--- src/hw/rtl/wrle_pkg.sv ---
// shared types and constants for the word run-length decoder
// no dependencies
package wrle_pkg;

    localparam int unsigned WORD_W      = 16;
    localparam int unsigned PAGE_CNT_W  = 5;
    localparam int unsigned ADDR_W      = 20;
    localparam int unsigned NEXT_ADDR_W = 21;
    localparam int unsigned LIT_W       = 15;
    localparam int unsigned PAGE_BITS   = 16;

    localparam logic [PAGE_CNT_W-1:0] PAGE_CNT_RESET = 5'd8;
    localparam logic [PAGE_CNT_W-1:0] MAX_PAGES      = 5'd16;

    typedef enum logic [1:0] {
        PH_CMD = 2'd0,
        PH_RUN = 2'd1,
        PH_LIT = 2'd2
    } t_phase;

    typedef struct packed {
        logic [WORD_W-1:0] data_word;
        logic              restart;
    } t_item;

    typedef struct packed {
        logic [ADDR_W-1:0] write_address;
        logic [WORD_W-1:0] write_value;
        logic [WORD_W-1:0] run_length;
        logic              fill_done;
    } t_result;

endpackage

--- src/hw/rtl/wrle_in_stage.sv ---
// input register for stream words
// depends on wrle_pkg
module wrle_in_stage
    import wrle_pkg::*;
(
    input  logic  i_clk,
    input  logic  i_rst_n,
    input  logic  i_valid,
    output logic  o_ready,
    input  t_item i_item,
    input  logic  i_step,
    output logic  o_valid,
    output t_item o_item
);

    logic  r_valid;
    t_item r_item;
    logic  accept;

    assign o_ready = !r_valid || i_step;
    assign accept  = i_valid && o_ready;

    always_ff @(posedge i_clk) begin
        if (!i_rst_n) begin
            r_valid <= 1'b0;
        end else if (accept) begin
            r_valid <= 1'b1;
        end else if (i_step) begin
            r_valid <= 1'b0;
        end
    end

    always_ff @(posedge i_clk) begin
        if (accept) begin
            r_item <= i_item;
        end
    end

    assign o_valid = r_valid;
    assign o_item  = r_item;

endmodule

--- src/hw/rtl/wrle_decode.sv ---
// decoder state and per-word step logic: command parsing, clipping, address update
// depends on wrle_pkg
module wrle_decode
    import wrle_pkg::*;
(
    input  logic                  i_clk,
    input  logic                  i_rst_n,
    input  logic                  i_step,
    input  t_item                 i_item,
    input  logic [PAGE_CNT_W-1:0] i_page_count,
    output logic                  o_emit,
    output t_result               o_result
);

    t_phase                 r_phase, n_phase;
    logic [LIT_W-1:0]       r_lit_left, n_lit_left;
    logic [WORD_W-1:0]      r_pending_run, n_pending_run;
    logic [NEXT_ADDR_W-1:0] r_next_addr, n_next_addr;
    logic                   r_stopped, n_stopped;

    t_phase                 cur_phase;
    logic [LIT_W-1:0]       cur_lit;
    logic [WORD_W-1:0]      cur_run;
    logic [NEXT_ADDR_W-1:0] cur_addr;
    logic                   cur_stopped;
    logic [PAGE_CNT_W-1:0]  pages;
    logic [NEXT_ADDR_W-1:0] limit;
    logic [NEXT_ADDR_W-1:0] remaining;
    logic [NEXT_ADDR_W-1:0] req_len;
    logic [NEXT_ADDR_W-1:0] len;
    logic                   clipped;
    logic                   emit;
    logic [LIT_W-1:0]       lit_dec;
    logic [WORD_W-1:0]      word;

    assign word = i_item.data_word;

    always_comb begin
        // restart clears state before this word is looked at
        cur_phase   = i_item.restart ? PH_CMD : r_phase;
        cur_lit     = i_item.restart ? '0 : r_lit_left;
        cur_run     = i_item.restart ? '0 : r_pending_run;
        cur_addr    = i_item.restart ? '0 : r_next_addr;
        cur_stopped = i_item.restart ? 1'b0 : r_stopped;

        pages     = (i_page_count > MAX_PAGES) ? MAX_PAGES : i_page_count;
        limit     = {pages, {PAGE_BITS{1'b0}}};
        remaining = limit - cur_addr;
        lit_dec   = cur_lit - 1'b1;

        n_phase       = cur_phase;
        n_lit_left    = cur_lit;
        n_pending_run = cur_run;
        n_next_addr   = cur_addr;
        n_stopped     = cur_stopped;
        emit          = 1'b0;
        req_len       = '0;

        if (!cur_stopped && (cur_addr < limit)) begin
            unique case (cur_phase)
                PH_RUN: begin
                    n_phase = PH_CMD;
                    emit    = 1'b1;
                    req_len = NEXT_ADDR_W'(cur_run);
                end
                PH_LIT: begin
                    n_lit_left = lit_dec;
                    if (lit_dec == '0) begin
                        n_phase = PH_CMD;
                    end
                    emit    = 1'b1;
                    req_len = NEXT_ADDR_W'(1);
                end
                default: begin
                    if (word[WORD_W-1]) begin
                        // negative command: run of its magnitude, -32768 gives 32768
                        n_pending_run = WORD_W'(17'h10000 - {1'b0, word});
                        n_phase       = PH_RUN;
                    end else if (word != '0) begin
                        n_lit_left = word[LIT_W-1:0];
                        n_phase    = PH_LIT;
                    end else begin
                        n_phase = PH_CMD;
                    end
                end
            endcase
        end

        clipped = emit && (req_len >= remaining);
        len     = clipped ? remaining : req_len;
        if (emit) begin
            n_next_addr = cur_addr + len;
            if (clipped) begin
                n_stopped = 1'b1;
            end
        end
    end

    always_ff @(posedge i_clk) begin
        if (!i_rst_n) begin
            r_phase       <= PH_CMD;
            r_lit_left    <= '0;
            r_pending_run <= '0;
            r_next_addr   <= '0;
            r_stopped     <= 1'b0;
        end else if (i_step) begin
            r_phase       <= n_phase;
            r_lit_left    <= n_lit_left;
            r_pending_run <= n_pending_run;
            r_next_addr   <= n_next_addr;
            r_stopped     <= n_stopped;
        end
    end

    assign o_emit                 = emit;
    assign o_result.write_address = cur_addr[ADDR_W-1:0];
    assign o_result.write_value   = word;
    assign o_result.run_length    = len[WORD_W-1:0];
    assign o_result.fill_done     = clipped;

endmodule

--- src/hw/rtl/wrle_out_stage.sv ---
// result register toward the write side
// depends on wrle_pkg
module wrle_out_stage
    import wrle_pkg::*;
(
    input  logic    i_clk,
    input  logic    i_rst_n,
    input  logic    i_step,
    input  logic    i_emit,
    input  t_result i_result,
    input  logic    i_ready,
    output logic    o_valid,
    output logic    o_free,
    output t_result o_result
);

    logic    r_valid;
    t_result r_result;

    assign o_free = !r_valid || i_ready;

    always_ff @(posedge i_clk) begin
        if (!i_rst_n) begin
            r_valid <= 1'b0;
        end else if (i_step) begin
            r_valid <= i_emit;
        end else if (i_ready) begin
            r_valid <= 1'b0;
        end
    end

    always_ff @(posedge i_clk) begin
        if (i_step && i_emit) begin
            r_result <= i_result;
        end
    end

    assign o_valid  = r_valid;
    assign o_result = r_result;

endmodule

--- src/hw/rtl/word_rle_decoder_unit.sv ---
// word run-length decoder: input stage register, then decode step, then output stage register
// throughput one word per cycle while the write side keeps taking results
// the decoder state loop (phase, counts, next address) is one register set, updated on each step
// sync active-low reset: phase to expect command, address 0, not stopped, 8 pages
// depends on wrle_pkg, wrle_in_stage, wrle_decode, wrle_out_stage
module word_rle_decoder_unit
    import wrle_pkg::*;
(
    input  logic                  i_clk,
    input  logic                  i_rst_n,
    // config
    input  logic                  i_cfg_we,
    input  logic [PAGE_CNT_W-1:0] i_cfg_data,
    // stream word in
    input  logic                  i_in_valid,
    output logic                  o_in_ready,
    input  logic [WORD_W-1:0]     i_data_word,
    input  logic                  i_restart,
    // write result out
    output logic                  o_out_valid,
    input  logic                  i_out_ready,
    output logic [ADDR_W-1:0]     o_write_address,
    output logic [WORD_W-1:0]     o_write_value,
    output logic [WORD_W-1:0]     o_run_length,
    output logic                  o_fill_done
);

    logic [PAGE_CNT_W-1:0] r_page_count;

    t_item   in_item;
    t_item   held_item;
    logic    held_valid;
    logic    out_free;
    logic    step;
    logic    emit;
    t_result step_result;
    t_result out_result;

    // page count register; the user must write it only while idle, the block does not enforce this
    always_ff @(posedge i_clk) begin
        if (!i_rst_n) begin
            r_page_count <= PAGE_CNT_RESET;
        end else if (i_cfg_we) begin
            r_page_count <= i_cfg_data;
        end
    end

    assign in_item.data_word = i_data_word;
    assign in_item.restart   = i_restart;

    // held word is processed once the result register can take its output
    assign step = held_valid && out_free;

    wrle_in_stage u_in_stage (
        .i_clk   (i_clk),
        .i_rst_n (i_rst_n),
        .i_valid (i_in_valid),
        .o_ready (o_in_ready),
        .i_item  (in_item),
        .i_step  (step),
        .o_valid (held_valid),
        .o_item  (held_item)
    );

    // classify word, clip against fill limit, advance address
    wrle_decode u_decode (
        .i_clk        (i_clk),
        .i_rst_n      (i_rst_n),
        .i_step       (step),
        .i_item       (held_item),
        .i_page_count (r_page_count),
        .o_emit       (emit),
        .o_result     (step_result)
    );

    wrle_out_stage u_out_stage (
        .i_clk    (i_clk),
        .i_rst_n  (i_rst_n),
        .i_step   (step),
        .i_emit   (emit),
        .i_result (step_result),
        .i_ready  (i_out_ready),
        .o_valid  (o_out_valid),
        .o_free   (out_free),
        .o_result (out_result)
    );

    assign o_write_address = out_result.write_address;
    assign o_write_value   = out_result.write_value;
    assign o_run_length    = out_result.run_length;
    assign o_fill_done     = out_result.fill_done;

endmodule

--- config.mk ---
export PLATFORM = sky130hd
export DESIGN_NAME = word_rle_decoder_unit
export DESIGN_NICKNAME = d
export VERILOG_FILES = /design/src/hw/rtl/wrle_pkg.sv /design/src/hw/rtl/wrle_in_stage.sv /design/src/hw/rtl/wrle_decode.sv /design/src/hw/rtl/wrle_out_stage.sv /design/src/hw/rtl/word_rle_decoder_unit.sv
export SDC_FILE = /design/constraint.sdc
export NUM_CORES = 1
export LEC_CHECK = 0
export BUFFER_PORTS_ARGS = -buffer_cell sky130_fd_sc_hd__buf_2
export CELL_PAD_IN_SITES_DETAIL_PLACEMENT = 1
export CELL_PAD_IN_SITES_GLOBAL_PLACEMENT = 1
export CORE_UTILIZATION = 25
export CTS_CLUSTER_SIZE = 25
export DETAILED_ROUTE_END_ITERATION = 10
export PLACE_DENSITY_LB_ADDON = 0.1
export SETUP_SLACK_MARGIN = 0.2
export SLEW_MARGIN = 20
export SYNTH_ARGS = -nofsm -noshare
export SYNTH_HDL_FRONTEND = slang
export SYNTH_SLANG_ARGS = --single-unit
--- constraint.sdc ---
create_clock -name i_clk -period 21.3 [get_ports i_clk]
set_clock_uncertainty 0.2 [all_clocks]
set_input_delay 4.26 -clock i_clk [delete_from_list [all_inputs] [get_ports i_clk]]
set_output_delay 4.26 -clock i_clk [all_outputs]
set_load 0.005 [all_outputs]
# Yosys cells after proc, flatten, opt, wreduce, memory -nomap -nowiden
# Index checks and enable logic that the tools add are counted.
dict set report word_totals {
  romBits 0
  output_inout_bits 55
  register_bits 132
  latchBits 0
  in_bits 27
  memories 0
  mem_bits_rw 0
}
dict set report op_classes {
  n_div 0
  shifts 0
  order_cmp 3
  addsub 4
  n_bitwise 0
  multipliers 0
  n_mux 30
  reduce_logical 15
  n_eq_ne 2
}
# op count
set op_table {}
lappend op_table {{21-bit 2-to-1 mux} 4}
lappend op_table {{16-bit 2-to-1 mux} 4}
lappend op_table {{15-bit 2-to-1 mux} 4}
lappend op_table {{16-bit case mux with 2 select lines} 1}
lappend op_table {{15-bit case mux with 2 select lines} 1}
lappend op_table {{21-bit adder} 1}
lappend op_table {{21-bit >= comparator} 1}
lappend op_table {{21-bit less-than comparator} 1}
lappend op_table {{21-bit subtractor} 1}
lappend op_table {{16-bit nonzero test} 1}
lappend op_table {{1-bit by 16-bit subtractor with 16-bit output (first input constant)} 1}
lappend op_table {{15-bit zero test} 1}
lappend op_table {{15-bit by 1-bit subtractor with 15-bit output (second input constant)} 1}
lappend op_table {{2-bit 2-to-1 mux} 5}
lappend op_table {{1-bit 2-to-1 mux} 9}
lappend op_table {{5-bit > comparator (second input constant)} 1}
lappend op_table {{1-bit logical AND} 5}
lappend op_table {{5-bit 2-to-1 mux} 1}
lappend op_table {{2-bit case mux with 2 select lines} 1}
lappend op_table {{2-bit nonzero test} 2}
lappend op_table {{1-bit zero test} 3}
lappend op_table {{2-bit by 1-bit == test with 1-bit output (second input constant)} 1}
lappend op_table {{2-bit == test (second input constant)} 1}
lappend op_table {{1-bit logical OR} 2}
lappend op_table {{2-bit OR reduction} 1}

# Depth between registers and ports, before layout
dict set report depth {
  ltp_word 10
  depth_mapped 34
  ltp_nobuf 30
}

# Cells and area by module
# Synthesis repeated with hierarchy kept, for this count alone.
dict set report unflattened {
  hier_cells 871
  hier_area_um2 8164.1
}
# module area_each_um2 cells_each seq_area_each_um2 n_inst
set modules_own_cells {}
lappend modules_own_cells {wrle_decode 5756.8 774 1101.1 1}
lappend modules_own_cells {wrle_out_stage 1642.8 58 1611.5 1}
lappend modules_own_cells {wrle_in_stage 568.0 22 530.5 1}
lappend modules_own_cells {word_rle_decoder_unit 196.4 17 100.1 1}

# Worst setup path after synthesis
# Ideal clock, no wire load.
dict set report synth_path {
  path_type {in2out}
  from {in i_out_ready}
  to {out o_in_ready}
  arrival_ns 4.552
  t_required_ns 16.840
  stages 2
  setup_slack_ns 12.288
  path_cell_list {nor2b_1 -> nand2_1}
}
dict set report synth_via {
  elab_chain_cells 3
}
# item line_no
set synth_lines {}
lappend synth_lines {{start, declared} word_rle_decoder_unit.sv:21} ;# input logic i_out_ready,
lappend synth_lines {{1-bit logical OR} wrle_out_stage.sv:20} ;# assign o_free = !r_valid || i_ready;
lappend synth_lines {{1-bit logical AND} word_rle_decoder_unit.sv:52} ;# assign step = held_valid && out_free;
lappend synth_lines {{1-bit logical OR} wrle_in_stage.sv:20} ;# assign o_ready = !r_valid || i_step;
lappend synth_lines {{end, declared} word_rle_decoder_unit.sv:16} ;# output logic o_in_ready,
# No other way between the ends.

# Worst setup path in the final report
# Ends and elaborated chain as after synthesis.

==> run_results.csv <==
group,metric,value,unit
status,status,"complete, no violations",
clock_tree,h-tree-depth,4,
layout,post-route-util,0.2987,
logic_synthesis,ys_seq_elements,132,
floorplan,placementRows,65,
power_and_ir_drop,pwr-share-comb,0.099,
logic_synthesis,synth-compound-area-share,0.2088,
routing,drc_errors,0,
routing,routed_wl,26840,um
floorplan,die-width,180.9,um
layout,drive_gt1_frac,0.1483,
grt,antenna_found_initial,0,
clock_tree,cts_hold_buf,0,
critical_path,cp-end-kind,"primary output",
sta,hold_viol_final,0,
critical_path,r2r_end,"u_decode.r_next_addr[20]",
clock_tree,clk_pin_slew,0.07,ns
grt,grt_use_total,0.1687,
sta,layout_min_cycle_time,9.260,ns
critical_path,crit_family,"simple AND/OR/NAND/NOR gates",
grt,grt_pass1_wl,42160,um
clock_tree,cts_resized,0,
logic_synthesis,yosysWarnings,0,
sta,tightest_slew,0.9752,ns
critical_path,reg2reg_slack,12.09,ns
clock_tree,clock_latency,0.44,ns
placement,pre_cts_ws,11.90,ns
clock_tree,cts_made_buffers,17,
floorplan,die_h,180.9,um
critical_path,path_common_cell,"buf_2",
logic_synthesis,synthArstFlopShare,0,
power_and_ir_drop,power.leakage,3.629,nW
power_and_ir_drop,clkPwrFrac,0.484,
logic_synthesis,synth_edf_count,70,
power_and_ir_drop,p_per_area,72.09,nW/um2
grt,overflow,0,
hold_path,worstHoldPathType,"reg2reg",
routing,antenna_left,0,
critical_path,startpoint_type,"primary input",
clock_tree,cts_tree,"built",
critical_path,slowest_stage,"nor2b_1",
logic_synthesis,ys_seq_area_frac,0.4176,
logic_synthesis,synth_top_flop_cell,"edfxtp_1",
floorplan,start_util,0.2537,
layout,insertedDiodeCount,0,
hold_path,whs_path_depth,1,
logic_synthesis,syn_inst,872,
job,cap_viol_max_count,0,
floorplan,pin_count,82,
logic_synthesis,yosys.cell_types.count,81,
placement,portBuffers,81,
sta,fin_ws,12.04,ns
grt,grt_pass1_vias,7003,
critical_path,crit_fanout,5,
logic_synthesis,synth_xor_area_frac,0.04158,
sta,holdWs,0.2628,ns
power_and_ir_drop,power.switching,0.1918,mW
routing,drt-wirelength-per-cell,19.83,um
hold_path,holdPathEnd,"u_decode.r_phase[1]",
critical_path,crit_required,16.84,ns
clock_tree,cts_root_buf,"clkbuf_16",
grt,grt_max_degree,61,
sta,fin_setup_tns,0,ns
logic_synthesis,synth.mux.area_fraction,0.01157,
sta,finalCritPeriodShare,0.4348,
routing,drt_iter0_markers,256,
power_and_ir_drop,irDropWorstVdd,0.00004541,V
layout,area_growth,17.76,%
sta,final-setup-viol-count,0,
layout,fin_nets,1013,
critical_path,arrival,4.80,ns
critical_path,r2r_cells,31,
layout,design_area,9427,um2
placement,place_hpwl,19820,um
sta,drv_slew,0,
critical_path,crit_buf_inv,2,
sta,rsz0062_at_grt,"false",
power_and_ir_drop,swShare,0.2822,
placement,postPlaceCellArea,8792,um2
hold_path,min_from,"u_decode.r_phase[1]",
routing,num_vias,6796,
floorplan,dieArea,32740,um2
routing,drt-pass1-iter-count,4,
critical_path,slowest_delay,0.22,ns
critical_path,crit_chain,"buf_2 -> nor2b_1 -> nand2_1 -> buf_2",
clock_tree,clockBufferDepth,2,
clock_tree,post_cts_buffers,0,
logic_synthesis,synth_top_family_by_area,"compound AO/OA/AOI/OAI gates",
sta,max_slew_margin,0.3483,
power_and_ir_drop,p_int,0.4878,mW
logic_synthesis,synthSimpleGateAreaFrac,0.2012,
power_and_ir_drop,pwr-share-seq,0.417,
critical_path,r2r_start,"u_in_stage.o_item[0]",
critical_path,critical_path_class,"in2out",
logic_synthesis,synth_adder_area_share,0.07596,
floorplan,fp.coreArea,31560,um2
placement,gp_congestion,0.8007,
sta,timing.fmax,108.0,MHz
logic_synthesis,synth.avg_cell_area,9.180,um2
clock_tree,clock-sinks,132,
logic_synthesis,syn_area,8005,um2
routing,via_per_inst,5.023,
[metal layers]
metal	track usage	wire length, um	up-vias
li1	-	-	3361
met1	0.2253	13110	3318
met2	0.2820	12680	97
met3	0.02540	712	20
met4	0.04644	331	0
met5	0	0	-
[cell families after synthesis]
family	after synthesis
buffers and inverters	83
multiplexers	9
other	1
flip-flops	132
AO/OA/AOI/OAI	243
AND/OR/NAND/NOR	318
XOR/XNOR	38
adder cells (fa/ha/maj)	48
[flip-flops by register name, summed over array words and instances (netlist names)]
| register | cells |
|---|---|
| u_in_stage.o_item | 17 |
| u_decode.r_next_addr | 21 |
| u_in_stage.o_valid | 1 |
| r_page_count | 5 |
| u_out_stage.o_valid | 1 |
| u_decode.r_stopped | 1 |
| u_decode.r_pending_run | 16 |
| u_decode.r_lit_left | 15 |
| u_decode.r_phase | 2 |
| u_out_stage.o_result | 53 |
[cell usage in the layout, fill, tap and decap left out, types with 9 or more instances in the layout]
| master | netlist | routed |
|---|---|---|
| buf_2 | 4 | 81 |
| nand2_1 | 79 | 79 |
| edfxtp_1 | 70 | 70 |
| nor2_1 | 68 | 68 |
| a21oi_1 | 63 | 63 |
| dfxtp_1 | 62 | 62 |
| o21ai_0 | 50 | 50 |
| ha_1 | 47 | 47 |
| nand3_1 | 38 | 38 |
| inv_1 | 35 | 35 |
| xnor2_1 | 28 | 28 |
| nor3_1 | 21 | 21 |
| nor2b_1 | 20 | 20 |
| and2_1 | 19 | 19 |
| a22o_1 | 18 | 18 |
| clkbuf_16 | 0 | 17 |
| nand4_1 | 14 | 14 |
| nand2b_1 | 12 | 12 |
| o2bb2ai_1 | 12 | 12 |
| nor4_1 | 10 | 10 |
| xor2_1 | 10 | 10 |
| buf_4 | 1 | 10 |
| a31oi_1 | 9 | 9 |
| o21a_1 | 9 | 9 |
[Yosys cell counts (all sizes together), types with 3 or more instances]
| cell type | count | area (um2) |
|---|---|---|
| and3 | 7 | 43.79 |
| nand2b | 12 | 75.07 |
| nor3b | 5 | 37.54 |
| edfxtp | 70 | 2102 |
| nand3b | 3 | 22.52 |
| xor2 | 10 | 87.58 |
| o41ai | 4 | 35.03 |
| nand4 | 14 | 87.58 |
| xnor2 | 28 | 245.2 |
| a22o | 18 | 157.7 |
| nand2 | 79 | 296.5 |
| and2 | 20 | 127.6 |
| or3 | 5 | 31.28 |
| o22ai | 4 | 25.02 |
| nor4 | 11 | 83.83 |
| buf | 14 | 83.83 |
| nor2b | 20 | 125.1 |
| dfxtp | 62 | 1241 |
| nor3 | 23 | 125.1 |
| ha | 47 | 588.1 |
| o21ai | 53 | 269.0 |
| a22oi | 5 | 37.54 |
| o211ai | 7 | 52.55 |
| a31oi | 10 | 77.57 |
| clkbuf | 33 | 123.9 |
| nand3 | 38 | 190.2 |
| o21bai | 4 | 30.03 |
| a221o | 5 | 50.05 |
| nor2 | 69 | 266.5 |
| o2bb2ai | 12 | 105.1 |
| or4 | 3 | 26.27 |
| a21o | 7 | 52.55 |
| a21oi | 63 | 315.3 |
| mux2i | 7 | 70.07 |
| o221a | 3 | 33.78 |
| inv | 36 | 135.1 |
| o311ai | 4 | 35.03 |
| o21a | 9 | 67.56 |
| a211oi | 6 | 45.04 |
[worst max path at each step]
| stage | startpoint | to | slack, ns | depth (start not counted) |
|---|---|---|---|---|
| 6_report | i_out_ready | o_in_ready | 12.04 | 4 |
| 3_3_place_gp | i_out_ready | o_in_ready | 12.04 | 4 |
| 2_1_floorplan | i_out_ready | o_in_ready | 12.29 | 2 |
| 3_5_place_dp | u_in_stage.o_item[0] | u_decode.r_next_addr[20] | 11.90 | 31 |
| 4_1_cts | u_in_stage.o_item[0] | u_decode.r_next_addr[20] | 11.88 | 31 |
| 5_1_grt | u_in_stage.o_item[0] | u_decode.r_next_addr[20] | 11.04 | 31 |
[power by group through the flow]
| stage | clock [mW] | sequential, mW | combinational, mW |
|---|---|---|---|
| 2_1_floorplan | 0 | 0.284 | 0.0494 |
| 6_report | 0.329 | 0.283 | 0.0671 |
| 3_5_place_dp | 0 | 0.290 | 0.0677 |
| 5_1_grt | 0.349 | 0.285 | 0.0753 |
| 4_1_cts | 0.338 | 0.284 | 0.0680 |
| 3_3_place_gp | 0 | 0.290 | 0.0680 |
[worst reg2reg max path: cells and delay by family, from the launching register on]
family | cells | cell delay, ns
AOI/OAI and AO/OA | 13 | 3.30
adders and majority gates | 4 | 1.17
buffers and inverters | 4 | 1.21
DFF | 1 | 0.33
muxes | 1 | 0.21
and+or+nand+nor | 9 | 2.69
[final cells by class]
cell class	count	area, um2
clock inverters	15	209.0
well taps	402	503.0
clock buffers	17	425.4
multi-input cells	660	4330
inverters	36	135.1
flip-flops and latches	132	3343
repair buffers	91	480.5
fillers	3663	22130
[through the flow]
step | total power, mW | std cells
final | 0.6796 | 1353
after global routing | 0.7087 | 1353
after CTS | 0.6895 | 1353
after detailed placement | 0.3572 | 1321
after global placement | 0.3576 | 1321
after floorplan | 0.3338 | 875
Power figures use the tool's default switching activity.
